## src/rtl/wsd_pkg.sv

```systemverilog
package wsd_pkg;

   localparam int unsigned OctetWidth  = 8;
   localparam int unsigned OpcodeWidth = 4;
   localparam int unsigned LenWidth    = 64;
   localparam int unsigned KeyWidth    = 32;

   localparam logic [6:0] LEN7_MAX   = 7'd125;
   localparam logic [6:0] LEN16_CODE = 7'd126;

   typedef struct packed {
      logic                  vld;
      logic [OctetWidth-1:0] octet;
   } beat_type;

   typedef struct packed {
      logic                   mask_error;
      logic                   empty_frame;
      logic                   final_fragment;
      logic [OpcodeWidth-1:0] frame_opcode;
   } tag_type;

endpackage

```

## src/rtl/wsd_in_stage.sv

```systemverilog
module wsd_in_stage (
   input  logic               clock,
   input  logic               reset,
   input  logic               req_tvalid,
   output logic               req_tready,
   input  logic [7:0]         req_tdata,
   output wsd_pkg::beat_type  beat,
   input  logic               beat_ready
);
   import wsd_pkg::*;

   logic                  vld_ff;
   logic                  vld_in;
   logic [OctetWidth-1:0] octet_ff;

   assign req_tready = !vld_ff || beat_ready;
   assign vld_in     = req_tvalid ? 1'b1 : (vld_ff && !beat_ready);

   always_ff @(posedge clock) begin
      if (reset) begin
         vld_ff <= 1'b0;
      end else if (req_tready) begin
         vld_ff <= vld_in;
      end
      if (req_tready && req_tvalid) begin
         octet_ff <= req_tdata;
      end
   end

   assign beat.vld   = vld_ff;
   assign beat.octet = octet_ff;

endmodule

```

## src/rtl/wsd_parser.sv

```systemverilog
module wsd_parser (
   input  logic              clock,
   input  logic              reset,
   input  wsd_pkg::beat_type beat,
   output logic              beat_ready,
   output logic              rsp_tvalid,
   input  logic              rsp_tready,
   output logic [7:0]        rsp_data,
   output wsd_pkg::tag_type  rsp_tag,
   output logic              rsp_last
);
   import wsd_pkg::*;

   typedef enum logic [2:0] {
      PH_HDR0 = 3'd0,
      PH_HDR1 = 3'd1,
      PH_EXT  = 3'd2,
      PH_KEY  = 3'd3,
      PH_DATA = 3'd4
   } phase_type;

   phase_type              phase_ff, phase_in;
   logic [2:0]             ext_count_ff, ext_count_in;
   logic                   fin_ff, fin_in;
   logic [OpcodeWidth-1:0] opcode_ff, opcode_in;
   logic [LenWidth-1:0]    rem_ff, rem_in;
   logic [KeyWidth-1:0]    key_ff, key_in;
   logic [1:0]             key_index_ff, key_index_in;
   logic                   halted_ff, halted_in;

   logic                   rsp_valid_ff, rsp_valid_in;
   logic [OctetWidth-1:0]  data_ff, data_in;
   logic                   last_ff, last_in;
   logic                   empty_ff, empty_in;
   logic                   err_ff, err_in;
   logic [OpcodeWidth-1:0] rsp_opcode_ff;
   logic                   rsp_fin_ff;

   logic                   take;
   logic                   emit;
   logic [OctetWidth-1:0]  b;
   logic [OctetWidth-1:0]  key_byte;

   assign beat_ready = !rsp_valid_ff || rsp_tready;
   assign take       = beat.vld && beat_ready;
   assign b          = beat.octet;
   assign key_byte   = key_ff[{~key_index_ff, 3'b000} +: OctetWidth];

   always_comb begin
      phase_in     = phase_ff;
      ext_count_in = ext_count_ff;
      fin_in       = fin_ff;
      opcode_in    = opcode_ff;
      rem_in       = rem_ff;
      key_in       = key_ff;
      key_index_in = key_index_ff;
      halted_in    = halted_ff;
      emit         = 1'b0;
      data_in      = '0;
      last_in      = 1'b0;
      empty_in     = 1'b0;
      err_in       = 1'b0;
      if (!halted_ff) begin
         unique case (phase_ff)
            PH_HDR1: begin
               if (!b[7]) begin
                  emit      = 1'b1;
                  last_in   = 1'b1;
                  err_in    = 1'b1;
                  halted_in = 1'b1;
                  phase_in  = PH_HDR0;
               end else if (b[6:0] <= LEN7_MAX) begin
                  rem_in       = {{(LenWidth-7){1'b0}}, b[6:0]};
                  ext_count_in = 3'd3;
                  phase_in     = PH_KEY;
               end else if (b[6:0] == LEN16_CODE) begin
                  rem_in       = '0;
                  ext_count_in = 3'd1;
                  phase_in     = PH_EXT;
               end else begin
                  rem_in       = '0;
                  ext_count_in = 3'd7;
                  phase_in     = PH_EXT;
               end
            end
            PH_EXT: begin
               rem_in = {rem_ff[LenWidth-OctetWidth-1:0], b};
               if (ext_count_ff == 3'd0) begin
                  ext_count_in = 3'd3;
                  phase_in     = PH_KEY;
               end else begin
                  ext_count_in = ext_count_ff - 3'd1;
               end
            end
            PH_KEY: begin
               key_in = {key_ff[KeyWidth-OctetWidth-1:0], b};
               if (ext_count_ff != 3'd0) begin
                  ext_count_in = ext_count_ff - 3'd1;
               end else begin
                  key_index_in = 2'd0;
                  if (rem_ff == '0) begin
                     emit     = 1'b1;
                     last_in  = 1'b1;
                     empty_in = 1'b1;
                     phase_in = PH_HDR0;
                  end else begin
                     phase_in = PH_DATA;
                  end
               end
            end
            PH_DATA: begin
               emit         = 1'b1;
               rem_in       = rem_ff - {{(LenWidth-1){1'b0}}, 1'b1};
               data_in      = b ^ key_byte;
               last_in      = (rem_ff == {{(LenWidth-1){1'b0}}, 1'b1});
               key_index_in = key_index_ff + 2'd1;
               if (last_in) begin
                  phase_in = PH_HDR0;
               end
            end
            default: begin
               fin_in    = b[7];
               opcode_in = b[OpcodeWidth-1:0];
               phase_in  = PH_HDR1;
            end
         endcase
      end
      rsp_valid_in = emit ? 1'b1 : (rsp_valid_ff && !rsp_tready);
   end

   always_ff @(posedge clock) begin
      if (reset) begin
         phase_ff     <= PH_HDR0;
         ext_count_ff <= '0;
         fin_ff       <= 1'b0;
         opcode_ff    <= '0;
         rem_ff       <= '0;
         key_ff       <= '0;
         key_index_ff <= '0;
         halted_ff    <= 1'b0;
         rsp_valid_ff <= 1'b0;
      end else begin
         if (take) begin
            phase_ff     <= phase_in;
            ext_count_ff <= ext_count_in;
            fin_ff       <= fin_in;
            opcode_ff    <= opcode_in;
            rem_ff       <= rem_in;
            key_ff       <= key_in;
            key_index_ff <= key_index_in;
            halted_ff    <= halted_in;
            rsp_valid_ff <= rsp_valid_in;
         end else if (rsp_tready) begin
            rsp_valid_ff <= 1'b0;
         end
      end
      if (take && emit) begin
         data_ff       <= data_in;
         last_ff       <= last_in;
         empty_ff      <= empty_in;
         err_ff        <= err_in;
         rsp_opcode_ff <= opcode_ff;
         rsp_fin_ff    <= fin_ff;
      end
   end

   assign rsp_tvalid             = rsp_valid_ff;
   assign rsp_data               = data_ff;
   assign rsp_last               = last_ff;
   assign rsp_tag.mask_error     = err_ff;
   assign rsp_tag.empty_frame    = empty_ff;
   assign rsp_tag.final_fragment = rsp_fin_ff;
   assign rsp_tag.frame_opcode   = rsp_opcode_ff;

`ifndef SYNTH
   a_halt_silent: assert property (@(posedge clock) disable iff (reset)
      take && halted_ff |=> !rsp_valid_ff)
      else $error("result produced after mask error");
   a_err_halts: assert property (@(posedge clock) disable iff (reset)
      rsp_valid_ff && err_ff |-> halted_ff)
      else $error("mask error without halt");
   a_empty_last: assert property (@(posedge clock) disable iff (reset)
      rsp_valid_ff && (empty_ff || err_ff) |-> last_ff)
      else $error("empty or error result not marked last");
   a_data_len: assert property (@(posedge clock) disable iff (reset)
      phase_ff == PH_DATA |-> rem_ff != '0)
      else $error("payload phase with zero length left");
`endif

endmodule

```

## src/rtl/websocket_frame_deframer_unit.sv

```systemverilog
// An accepted request beat passes the input register, then the result register after
// the header state machine. Throughput: one byte per cycle while rsp_tready allows;
// only payload bytes, unmasked length bytes and empty frames' last key bytes respond.
// Reset: synchronous, active high; returns to the first header byte and clears halt.
// A mask error halts the unit and drops all bytes until reset.
module websocket_frame_deframer_unit (
   input  logic       clock,
   input  logic       reset,
   input  logic       req_tvalid,
   output logic       req_tready,
   input  logic [7:0] req_tdata,   // [7:0] in_byte
   output logic       rsp_tvalid,
   input  logic       rsp_tready,
   output logic [7:0] rsp_tdata,   // [7:0] data
   output logic [6:0] rsp_tuser,   // [3:0] frame_opcode, [4] final_fragment,
                                   // [5] empty_frame, [6] mask_error
   output logic       rsp_tlast
);
   import wsd_pkg::*;

   beat_type beat;
   tag_type  tag;
   logic     beat_ready;

   wsd_in_stage u_in_stage (
      .clock      (clock),
      .reset      (reset),
      .req_tvalid (req_tvalid),
      .req_tready (req_tready),
      .req_tdata  (req_tdata),
      .beat       (beat),
      .beat_ready (beat_ready)
   );

   wsd_parser u_parser (
      .clock      (clock),
      .reset      (reset),
      .beat       (beat),
      .beat_ready (beat_ready),
      .rsp_tvalid (rsp_tvalid),
      .rsp_tready (rsp_tready),
      .rsp_data   (rsp_tdata),
      .rsp_tag    (tag),
      .rsp_last   (rsp_tlast)
   );

   assign rsp_tuser = tag;

endmodule

```

## config.mk

```make
export PLATFORM = sky130hd
export DESIGN_NAME = websocket_frame_deframer_unit
export DESIGN_NICKNAME = d
export VERILOG_FILES = /design/src/rtl/wsd_pkg.sv /design/src/rtl/wsd_in_stage.sv /design/src/rtl/wsd_parser.sv /design/src/rtl/websocket_frame_deframer_unit.sv
export SDC_FILE = /design/constraint.sdc
export NUM_CORES = 1
export LEC_CHECK = 0
export BUFFER_PORTS_ARGS = -buffer_cell sky130_fd_sc_hd__buf_2
export CAP_MARGIN = 20
export CORE_ASPECT_RATIO = 0.75
export CORE_MARGIN = 10
export CORE_UTILIZATION = 46
export DETAILED_ROUTE_END_ITERATION = 7
export PLACE_DENSITY = 0.61
export SYNTH_ARGS = -nofsm -noshare
export SYNTH_HDL_FRONTEND = slang
export SYNTH_SLANG_ARGS = --single-unit
```

## constraint.sdc

```tcl
create_clock -name clock -period 4.3 [get_ports clock]
set_input_delay 1.075 -clock clock [delete_from_list [all_inputs] [get_ports clock]]
set_output_delay 1.075 -clock clock [all_outputs]
set_load 0.02 [all_outputs]
```

==> After elaboration in Yosys (flattened, before gate mapping) <==
Index checks and enable logic that the tools add are counted.
{ "word_totals": {"regBits": 136, "input_bits": 12, "out_inout_bits": 18, "elab_cells": 96} }
{ "classes": {"addsub": 3, "order_cmp": 1, "n_eq_ne": 11, "shift": 1, "mux": 30, "n_bitwise": 6, "n_reduce_logical": 27} }
{ "ops": {"columns": ["operator", "n"], "rows": [
  ["64-bit one-hot mux with 3 select lines", 1],
  ["64-bit by 1-bit == test with 1-bit output (second input constant)", 1],
  ["64-bit logical NOT", 1],
  ["64-bit 2-to-1 mux", 1],
  ["64-bit by 1-bit subtractor with 64-bit output (second input constant)", 1],
  ["32-bit by 6-bit indexed part select with 8-bit output", 1],
  ["3-bit 2-to-1 mux", 10],
  ["3-bit one-hot mux with 4 select lines", 1],
  ["1-bit 2-to-1 mux", 11],
  ["5-bit AND reduction", 2],
  ["3-bit one-hot mux with 3 select lines", 1],
  ["3-bit nonzero test", 3],
  ["4-bit AND reduction", 2],
  ["8-bit XOR", 1],
  ["7-bit == test (second input constant)", 1],
  ["7-bit less-or-equal comparator (second input constant)", 1],
  ["7-bit 2-to-1 mux", 1],
  ["3-bit by 2-bit == test with 1-bit output (second input constant)", 2],
  ["2-bit by 1-bit inequality test with 1-bit output (second input constant)", 3],
  ["1-bit one-hot mux with 3 select lines", 2],
  ["3-bit AND reduction", 2],
  ["1-bit logical AND", 5],
  ["1-bit logical NOT", 4],
  ["2-bit inequality test (second input constant)", 2],
  ["13 further kinds", 19]
]} }

==> Longest topological paths before layout <==
Gate-level depths: netlist of run 1.
{ "logic_depth": {"word_depth": 7, "depth_mapped": 9, "mapped_depth_nobuf": 8} }

==> By module <==
Synthesis of run 1 repeated with hierarchy kept, for this count alone.
{ "hier_totals": {"hier_cells": 886, "area_unflattened_um2": 7269.5} }
{ "modules_own_cells": {"columns": ["module", "instances", "cells_per_inst", "area_each_um2", "seq_area_each_um2"], "rows": [
  ["wsd_parser", 1, 872, 6966.7, 2702.6],
  ["wsd_in_stage", 1, 14, 302.8, 260.2]
]} }

==> Worst setup path before layout of run 1 <==
No wires, ideal clock.
{ "synth_path": {"path_type": "register to register", "start": "register u_parser.rem_ff[0]", "end": "register u_parser.empty_ff, enable pin", "setup_ns": 0.401, "arrival_ns": 2.584, "required_ns": 3.899, "setup_slack_ns": 1.315, "stages_incl_launch_ff": 9, "n_path_buf": 2, "synth_period_minus_slack_ns": 2.985, "path_cell_list": "dfxtp_1 inv_1 ha_1 or4b_1 clkbuf_1 nor2_1 buf_2 nand4_1 a31oi_1"} }
{ "synth_via": {"elab_chain_len": 6} }
{ "synth_rtl": {"columns": ["element", "line", "rtl"], "rows": [
  ["from (decl)", "wsd_parser.sv:26", "logic [LenWidth-1:0] rem_ff, rem_in;"],
  ["from (signal assigned)", "wsd_parser.sv:148", "rem_ff <= rem_in;"],
  ["64-bit logical NOT", "wsd_parser.sv:101", "if (rem_ff == '0) begin"],
  ["1-bit 2-to-1 mux", "wsd_parser.sv:101", null],
  ["1-bit 2-to-1 mux", "wsd_parser.sv:97", "if (ext_count_ff != 3'd0) begin"],
  ["1-bit one-hot mux with 3 select lines", "wsd_parser.sv:64", "unique case (phase_ff)"],
  ["1-bit 2-to-1 mux", "wsd_parser.sv:63", "if (!halted_ff) begin"],
  ["1-bit logical AND", "wsd_parser.sv:157", "if (take && emit) begin"],
  ["to (signal assigned)", "wsd_parser.sv:160", "empty_ff <= empty_in;"],
  ["to (decl)", "wsd_parser.sv:34", "logic empty_ff, empty_in;"]
]} }
No other way between the ends.
A chain may end at the register's enable or synchronous reset.

==> Final worst setup path of run 1 <==
{ "layout_path": {"start": "register u_parser.rem_ff[1]", "end": "register u_parser.rem_ff[14]"} }
{ "layout_via": {"elab_chain_len": 2} }
{ "layout_rtl": {"columns": ["element", "line", "rtl"], "rows": [
  ["64-bit by 1-bit subtractor with 64-bit output", "wsd_parser.sv:113", "rem_in = rem_ff - {{(LenWidth-1){1'b0}}, 1'b1};"],
  ["64-bit one-hot mux with 3 select lines", "wsd_parser.sv:64", null]
]} }
No other way between the ends.

==> results.ini, run 1 <==
[synthesis]
portion_of_netlist_area_occupied_by_mux_cells_pct=3.48
synth_compound_gate_area_share_pct=22.6
ys_top_cells_by_area=sky130_fd_sc_hd__dfxtp_1 31%, sky130_fd_sc_hd__edfxtp_1 10%, sky130_fd_sc_hd__nand2_1 6.5%
synthDistinctLibCells=71
syn_nets=886
synth_area_leader_cell=sky130_fd_sc_hd__dfxtp_1
synthesis.area_per_instance_um2=8.26
post-synth-top-area-fraction_pct=31.2
synth-warning-count=0
async_reset_ff_share_pct=0
edff_count_synth=24
synth-simple-area-share_pct=26.3
synth_ff_type=sky130_fd_sc_hd__dfxtp_1
post_synth_inst_count=870
largest_family_of_logic_cells_by_synthesized_area=simple AND/OR/NAND/NOR gates
synth.yosys.seq_area_share_pct=41.2
post_synth_fa_ha_maj_area_fraction_pct=0.696
mappedNetlistArea_um2=7190
synth.ff_latch_count=136
post_synth_xor_xnor_area_pct=1.46

[setup_path]
worst_setup_path_start_kind=register
critPathArrivalTime_ns=3.32
worst_r2r_endpoint=u_parser.rem_ff[14]
endpoint=u_parser.rem_ff[14]
worst-r2r-setup-slack_ns=1.24
worst_setup_path_startpoint=u_parser.rem_ff[1]
worst_ep_required_time_ns=4.57
critPathCaptureType=register
critical_path.max_fanout=8
worst-setup-path-type=reg -> reg
critical_path.max_stage_delay_ns=0.87
rr_worst_depth=8
cp_cell_sequence=inv_1, ha_1, or4b_1, nor4_1, nand3_1, xnor2_1, a221oi_1, nor3_1
crit-reg2reg-launch=u_parser.rem_ff[1]
slowest_cp_cell=sky130_fd_sc_hd__nor4_1

[place]
buffer_ports.inserted=29
detailedPlacementHpwl_um=14600
place_inst=1059
detailed_place.area_um2=7480
routabilityCongestion=0.913

[clock_tree]
number_of_h_tree_levels=4
ctsRootBufferMaster=sky130_fd_sc_hd__clkbuf_16
clkLatencyLatePin_ns=0.43
max-clock-path-buffers=2
clock_tree_from_tritoncts=yes
clock_sink_count=136
tritoncts.num_buffers=17
postCtsSetupRepairBufs=0
cts_hold_repair.buffers=0
post_cts_resized=0
worst_setup_hold_path_clk_slew_ns=0.06

[global_routing]
overflow=0
vias_in_the_first_global_route=6245
gr_usage_total_pct=20.4
grt_max_degree=83
grt_antenna_before_repair=0
grt_first_pass_wirelength_um=34600

[detailed_routing]
wirelength_um=22000
count_of_unresolved_drc_violations_after_routing=0
drt_iter0_drc=1062
routed_wire_length_per_instance_um=20.1
dr_wl_met2_um=9050
final_antenna_net_count=0
highest_layer=met4
avgViaCountPerCell=6.39
pre_repair_dr_iteration_count=5
drt-met1-wl_um=10100
sum_of_met3_wire_segment_lengths_after_detailed_routing_um=2450
routed-via-count=6970

[timing]
min_period_over_period_pct=71.1
rsz0062_at_grt=no
finalHoldWorstSlack_ns=0.440
final.setup_skew_ns=0.00830
setup-violations-final=0
worst_pin_slew_ns=1.10
slew_headroom_pct=26.7
fmax_mhz=327
finalSetupTns_ns=0
hold_viol_final=0
maxSlewViolCount=0
finalCriticalPeriod_ns=3.06

[cells_and_area]
area_of_all_placed_cells_without_fillers_um2=8100
fin_cells=1091
diodes=0
layout.cells.most_common=sky130_fd_sc_hd__nand2_1
postLayoutCoreUtil_pct=53.0
fin_nets=889
layout.cells.most_common_list=125 x sky130_fd_sc_hd__nand2_1, 112 x sky130_fd_sc_hd__dfxtp_1, 89 x sky130_fd_sc_hd__nor2_1
area.growth.synth_to_final_pct=12.7
post_route_cells_drive_above_1_share_pct=12.0

[floorplan]
core_area_um2=15300
die-height_um=128
pin_count=30
fp.dieW_um=164
fp.dieArea_um2=21100
fp-row-count=39
starting_density_pct=47.1

[power]
worst_ir_drop_vdd_v=0.000250
p_leak_nw=2.83
power_density_nw_per_um2=382

[flow_run]
maxCapViolCount=0

[status]
run_status=completed

[hold_path]
min-delay-path-class=reg -> reg

-- metrics by stage --
stage                     worst slack (ns)  total power [mW]
after floorplan                       1.31              1.49
after global placement                1.36              1.56
after detailed placement              1.29              1.57
after CTS                             1.27              3.11
after global routing                  1.05              3.18
final                                 1.24              3.09
-- registers in the layout, indices dropped and copies added (netlist names) --
register,cells
u_in_stage.octet_ff,8
u_in_stage.vld_ff,1
u_parser.empty_ff,1
u_parser.err_ff,1
u_parser.ext_count_ff,3
u_parser.fin_ff,1
u_parser.halted_ff,1
u_parser.key_ff,32
u_parser.key_index_ff,2
u_parser.opcode_ff,4
u_parser.phase_ff,3
u_parser.rem_ff,64
u_parser.rsp_data,8
u_parser.rsp_fin_ff,1
u_parser.rsp_last,1
u_parser.rsp_opcode_ff,4
u_parser.rsp_tvalid,1
-- cell type report --
class                      count  area (µm²)
fill                        1394        7170
clock buffer                  17         425
clock inverter                15         194
sequential                   136        2960
inverter                      13        48.8
timing repair buffer          46         273
multi-input combinational    659        3940
tap                          205         256
-- cells in the mapped netlist (11+ instances only) --
cell / instances
sky130_fd_sc_hd__nor2_1: 90
sky130_fd_sc_hd__o21ai_0: 58
sky130_fd_sc_hd__nor4_1: 20
sky130_fd_sc_hd__a22oi_1: 12
sky130_fd_sc_hd__nand3_1: 30
sky130_fd_sc_hd__nor3_1: 29
sky130_fd_sc_hd__a21oi_1: 77
sky130_fd_sc_hd__inv_1: 13
sky130_fd_sc_hd__clkbuf_1: 52
sky130_fd_sc_hd__xnor2_1: 12
sky130_fd_sc_hd__a31oi_1: 15
sky130_fd_sc_hd__nand4_1: 17
sky130_fd_sc_hd__a32oi_1: 11
sky130_fd_sc_hd__edfxtp_1: 24
sky130_fd_sc_hd__nand2_1: 125
sky130_fd_sc_hd__dfxtp_1: 112
-- worst min path at each step --
| stage | from | end | slack (ns) | cells after the start |
|---|---|---|---|---|
| final | u_parser.opcode_ff[0] | u_parser.rsp_opcode_ff[0] | 0.44 | 0 |
| after floorplan | u_parser.fin_ff | u_parser.rsp_fin_ff | 0.41 | 0 |
| after CTS | u_parser.opcode_ff[0] | u_parser.rsp_opcode_ff[0] | 0.43 | 0 |
| after detailed placement | u_parser.opcode_ff[0] | u_parser.rsp_opcode_ff[0] | 0.42 | 0 |
| after global placement | u_parser.opcode_ff[0] | u_parser.rsp_opcode_ff[0] | 0.41 | 0 |
| after global routing | u_parser.opcode_ff[1] | u_parser.rsp_opcode_ff[1] | 0.46 | 0 |
-- layer usage --
metal	track usage [%]	vias to the layer above
li1	-	3230
met1	29.6	3301
met2	28.3	390
met3	5.97	49
met4	5.87	0
met5	0	-
-- cell families after synthesis --
kind of cell	count (synthesis)
and+or+nand+nor	375
muxes	15
buffers and inverters	75
adders and majority gates	4
xor gates and xnor gates	12
DFF	136
AOI/OAI and AO/OA	253
-- critical path: cells and delay by family (launching register included) --
family          cells  cell delay, ns
compound gates      1            0.24
xor+xnor            1            0.18
fa+ha+maj           1            0.24
buf+inv             1            0.10
flops               1            0.34
simple gates        4            1.79
-- power breakdown --
group / switching (mW) / internal [mW] / leakage [nW]
combinational: 0.151 / 0.0664 / 1.40
sequential: 0.0192 / 1.31 / 1.13
clock: 0.620 / 0.927 / 0.298
Power figures use the tool's default switching activity.
==> run 2, diff against run 1 <==
- clock period: 4.3 -> 3 ns (I/O delays scaled with it)
==> run 2 against run 1 <==
Net effect:
- sequential cell count stayed put
- design area rose by 2.2%
- clock-buffer cell count is 2 higher
- combinational power is 49% higher
- power is 40% higher
- register-to-register slack got worse by 0.92 ns
- non-clock buffer count up 23
- clock skew barely moved
- sequential power increased by 43%
- critical endpoint is now u_parser.rem_ff[54]
==> results.ini, run 2 (same netlist as run 1, synthesis figures left out) <==
[cells_and_area]
fin_nets=912
largest_reg_flops=64
layout.cells.most_common_list=125 x sky130_fd_sc_hd__nand2_1, 112 x sky130_fd_sc_hd__dfxtp_1, 89 x sky130_fd_sc_hd__nor2_1
largest_register=u_parser.rem_ff
layout.cells.most_common=sky130_fd_sc_hd__nand2_1
post_route_cells_drive_above_1_share_pct=14.1
diodes=0
area.growth.synth_to_final_pct=15.1
reg.largest.list=u_parser.rem_ff (64), u_parser.key_ff (32)

[hold_path]
holdPathStages=0
hp-start=u_parser.opcode_ff[3]
min-delay-path-class=reg -> reg

[clock_tree]
postCtsSetupRepairBufs=0
max-clock-path-buffers=2
post_cts_resized=0
ctsRootBufferMaster=sky130_fd_sc_hd__clkbuf_16
tritoncts.num_buffers=17
cts_hold_repair.buffers=0
clock_sink_count=136
clkLatencyLatePin_ns=0.43
number_of_h_tree_levels=4
clock_tree_from_tritoncts=yes
worst_setup_hold_path_clk_slew_ns=0.06

[global_routing]
grt_first_pass_wirelength_um=36200
vias_in_the_first_global_route=6408
grt_max_degree=60
overflow=0
gr_usage_total_pct=21.6
grt_antenna_before_repair=0

[timing]
hold_viol_final=0
fmax_mhz=373
worst_pin_slew_ns=0.736
rsz0062_at_grt=no
maxSlewViolCount=0
setup-violations-final=0
finalSetupTns_ns=0
min_period_over_period_pct=89.3
final.setup_skew_ns=0.00836
slew_headroom_pct=50.9
finalCriticalPeriod_ns=2.68
finalHoldWorstSlack_ns=0.437

[setup_path]
rr_worst_depth=7
critPathCaptureType=register
critical_path.max_stage_delay_ns=0.61
slowest_cp_cell=sky130_fd_sc_hd__or4b_1
worst-setup-path-type=reg -> reg
crit-reg2reg-launch=u_parser.rem_ff[0]
worst_ep_required_time_ns=3.32
worst_setup_path_start_kind=register
worst_setup_path_startpoint=u_parser.rem_ff[0]
critical_path.max_fanout=8
cp_cell_sequence=inv_1, ha_1, or4b_1, nand4b_1, nor3_1, nand4_1, a311o_1
critPathArrivalTime_ns=3.00

[place]
buffer_ports.inserted=29
routabilityCongestion=0.980
detailedPlacementHpwl_um=15800

[detailed_routing]
wirelength_um=22700
final_antenna_net_count=0
routed-via-count=7059
routed_wire_length_per_instance_um=20.3
drt_iter0_drc=1115
count_of_unresolved_drc_violations_after_routing=0
pre_repair_dr_iteration_count=5
avgViaCountPerCell=6.34

[power]
worst_ir_drop_vdd_v=0.000348
p_leak_nw=2.93
power_density_nw_per_um2=524

[floorplan]
core_area_um2=15300
die-height_um=128
fp.dieArea_um2=21100
starting_density_pct=47.1
fp-row-count=39
pin_count=30
fp.dieW_um=164

[status]
run_status=completed

[flow_run]
maxCapViolCount=0

## run 2: final timing paths
check / to / slack (ns)
worst max-delay path: u_parser.rem_ff[54] / 0.32
worst min-delay path: u_parser.rsp_opcode_ff[3] / 0.44
worst max register to register: u_parser.rem_ff[54] / 0.32
worst min register to register: u_parser.rsp_opcode_ff[3] / 0.44
## run 2: critical path: cells and delay by family (launching register included)
| family | cells | cell delay, ns |
|---|---|---|
| flops | 1 | 0.35 |
| simple gates | 4 | 1.53 |
| compound gates | 1 | 0.38 |
| buf+inv | 1 | 0.09 |
| fa+ha+maj | 1 | 0.22 |
## run 2: final cells by class
cell class | count | area, µm²
Sequential cell | 136 | 2960
Timing Repair Buffer | 69 | 470
Clock buffer | 19 | 454
Inverter | 13 | 48.8
Tap cell | 205 | 256
Multi-Input combinational cell | 659 | 3940
Clock inverter | 13 | 145
Fill cell | 1392 | 7000
## run 2: metal layers
| metal | vias up | routed length (µm) | global-route usage [%] |
|---|---|---|---|
| met2 | 402 | 9230 | 29.3 |
| li1 | 3294 | - | - |
| met1 | 3328 | 10800 | 32.1 |
| met3 | 35 | 2310 | 5.91 |
| met5 | - | 0 | 0 |
| met4 | 0 | 313 | 6.66 |
## run 2: through the flow
step / util [%] / area, µm² / setup WS (ns) / instances / total power [mW]
6_report: 54.2 / 8280 / 0.320 / 1114 / 4.34
3_3_place_gp: 50.3 / 7680 / 0.456 / 1082 / 2.25
3_5_place_dp: 50.3 / 7680 / 0.383 / 1082 / 2.26
5_1_grt: 54.2 / 8280 / 0.0571 / 1114 / 4.48
4_1_cts: 54.2 / 8280 / 0.360 / 1114 / 4.37
2_1_floorplan: - / 7190 / 0.0149 / 870 / 2.14
## run 2: where the power goes
part | switching [mW] | internal [mW]
combinational | 0.219 | 0.106
clock | 0.835 | 1.28
sequential | 0.0263 | 1.88
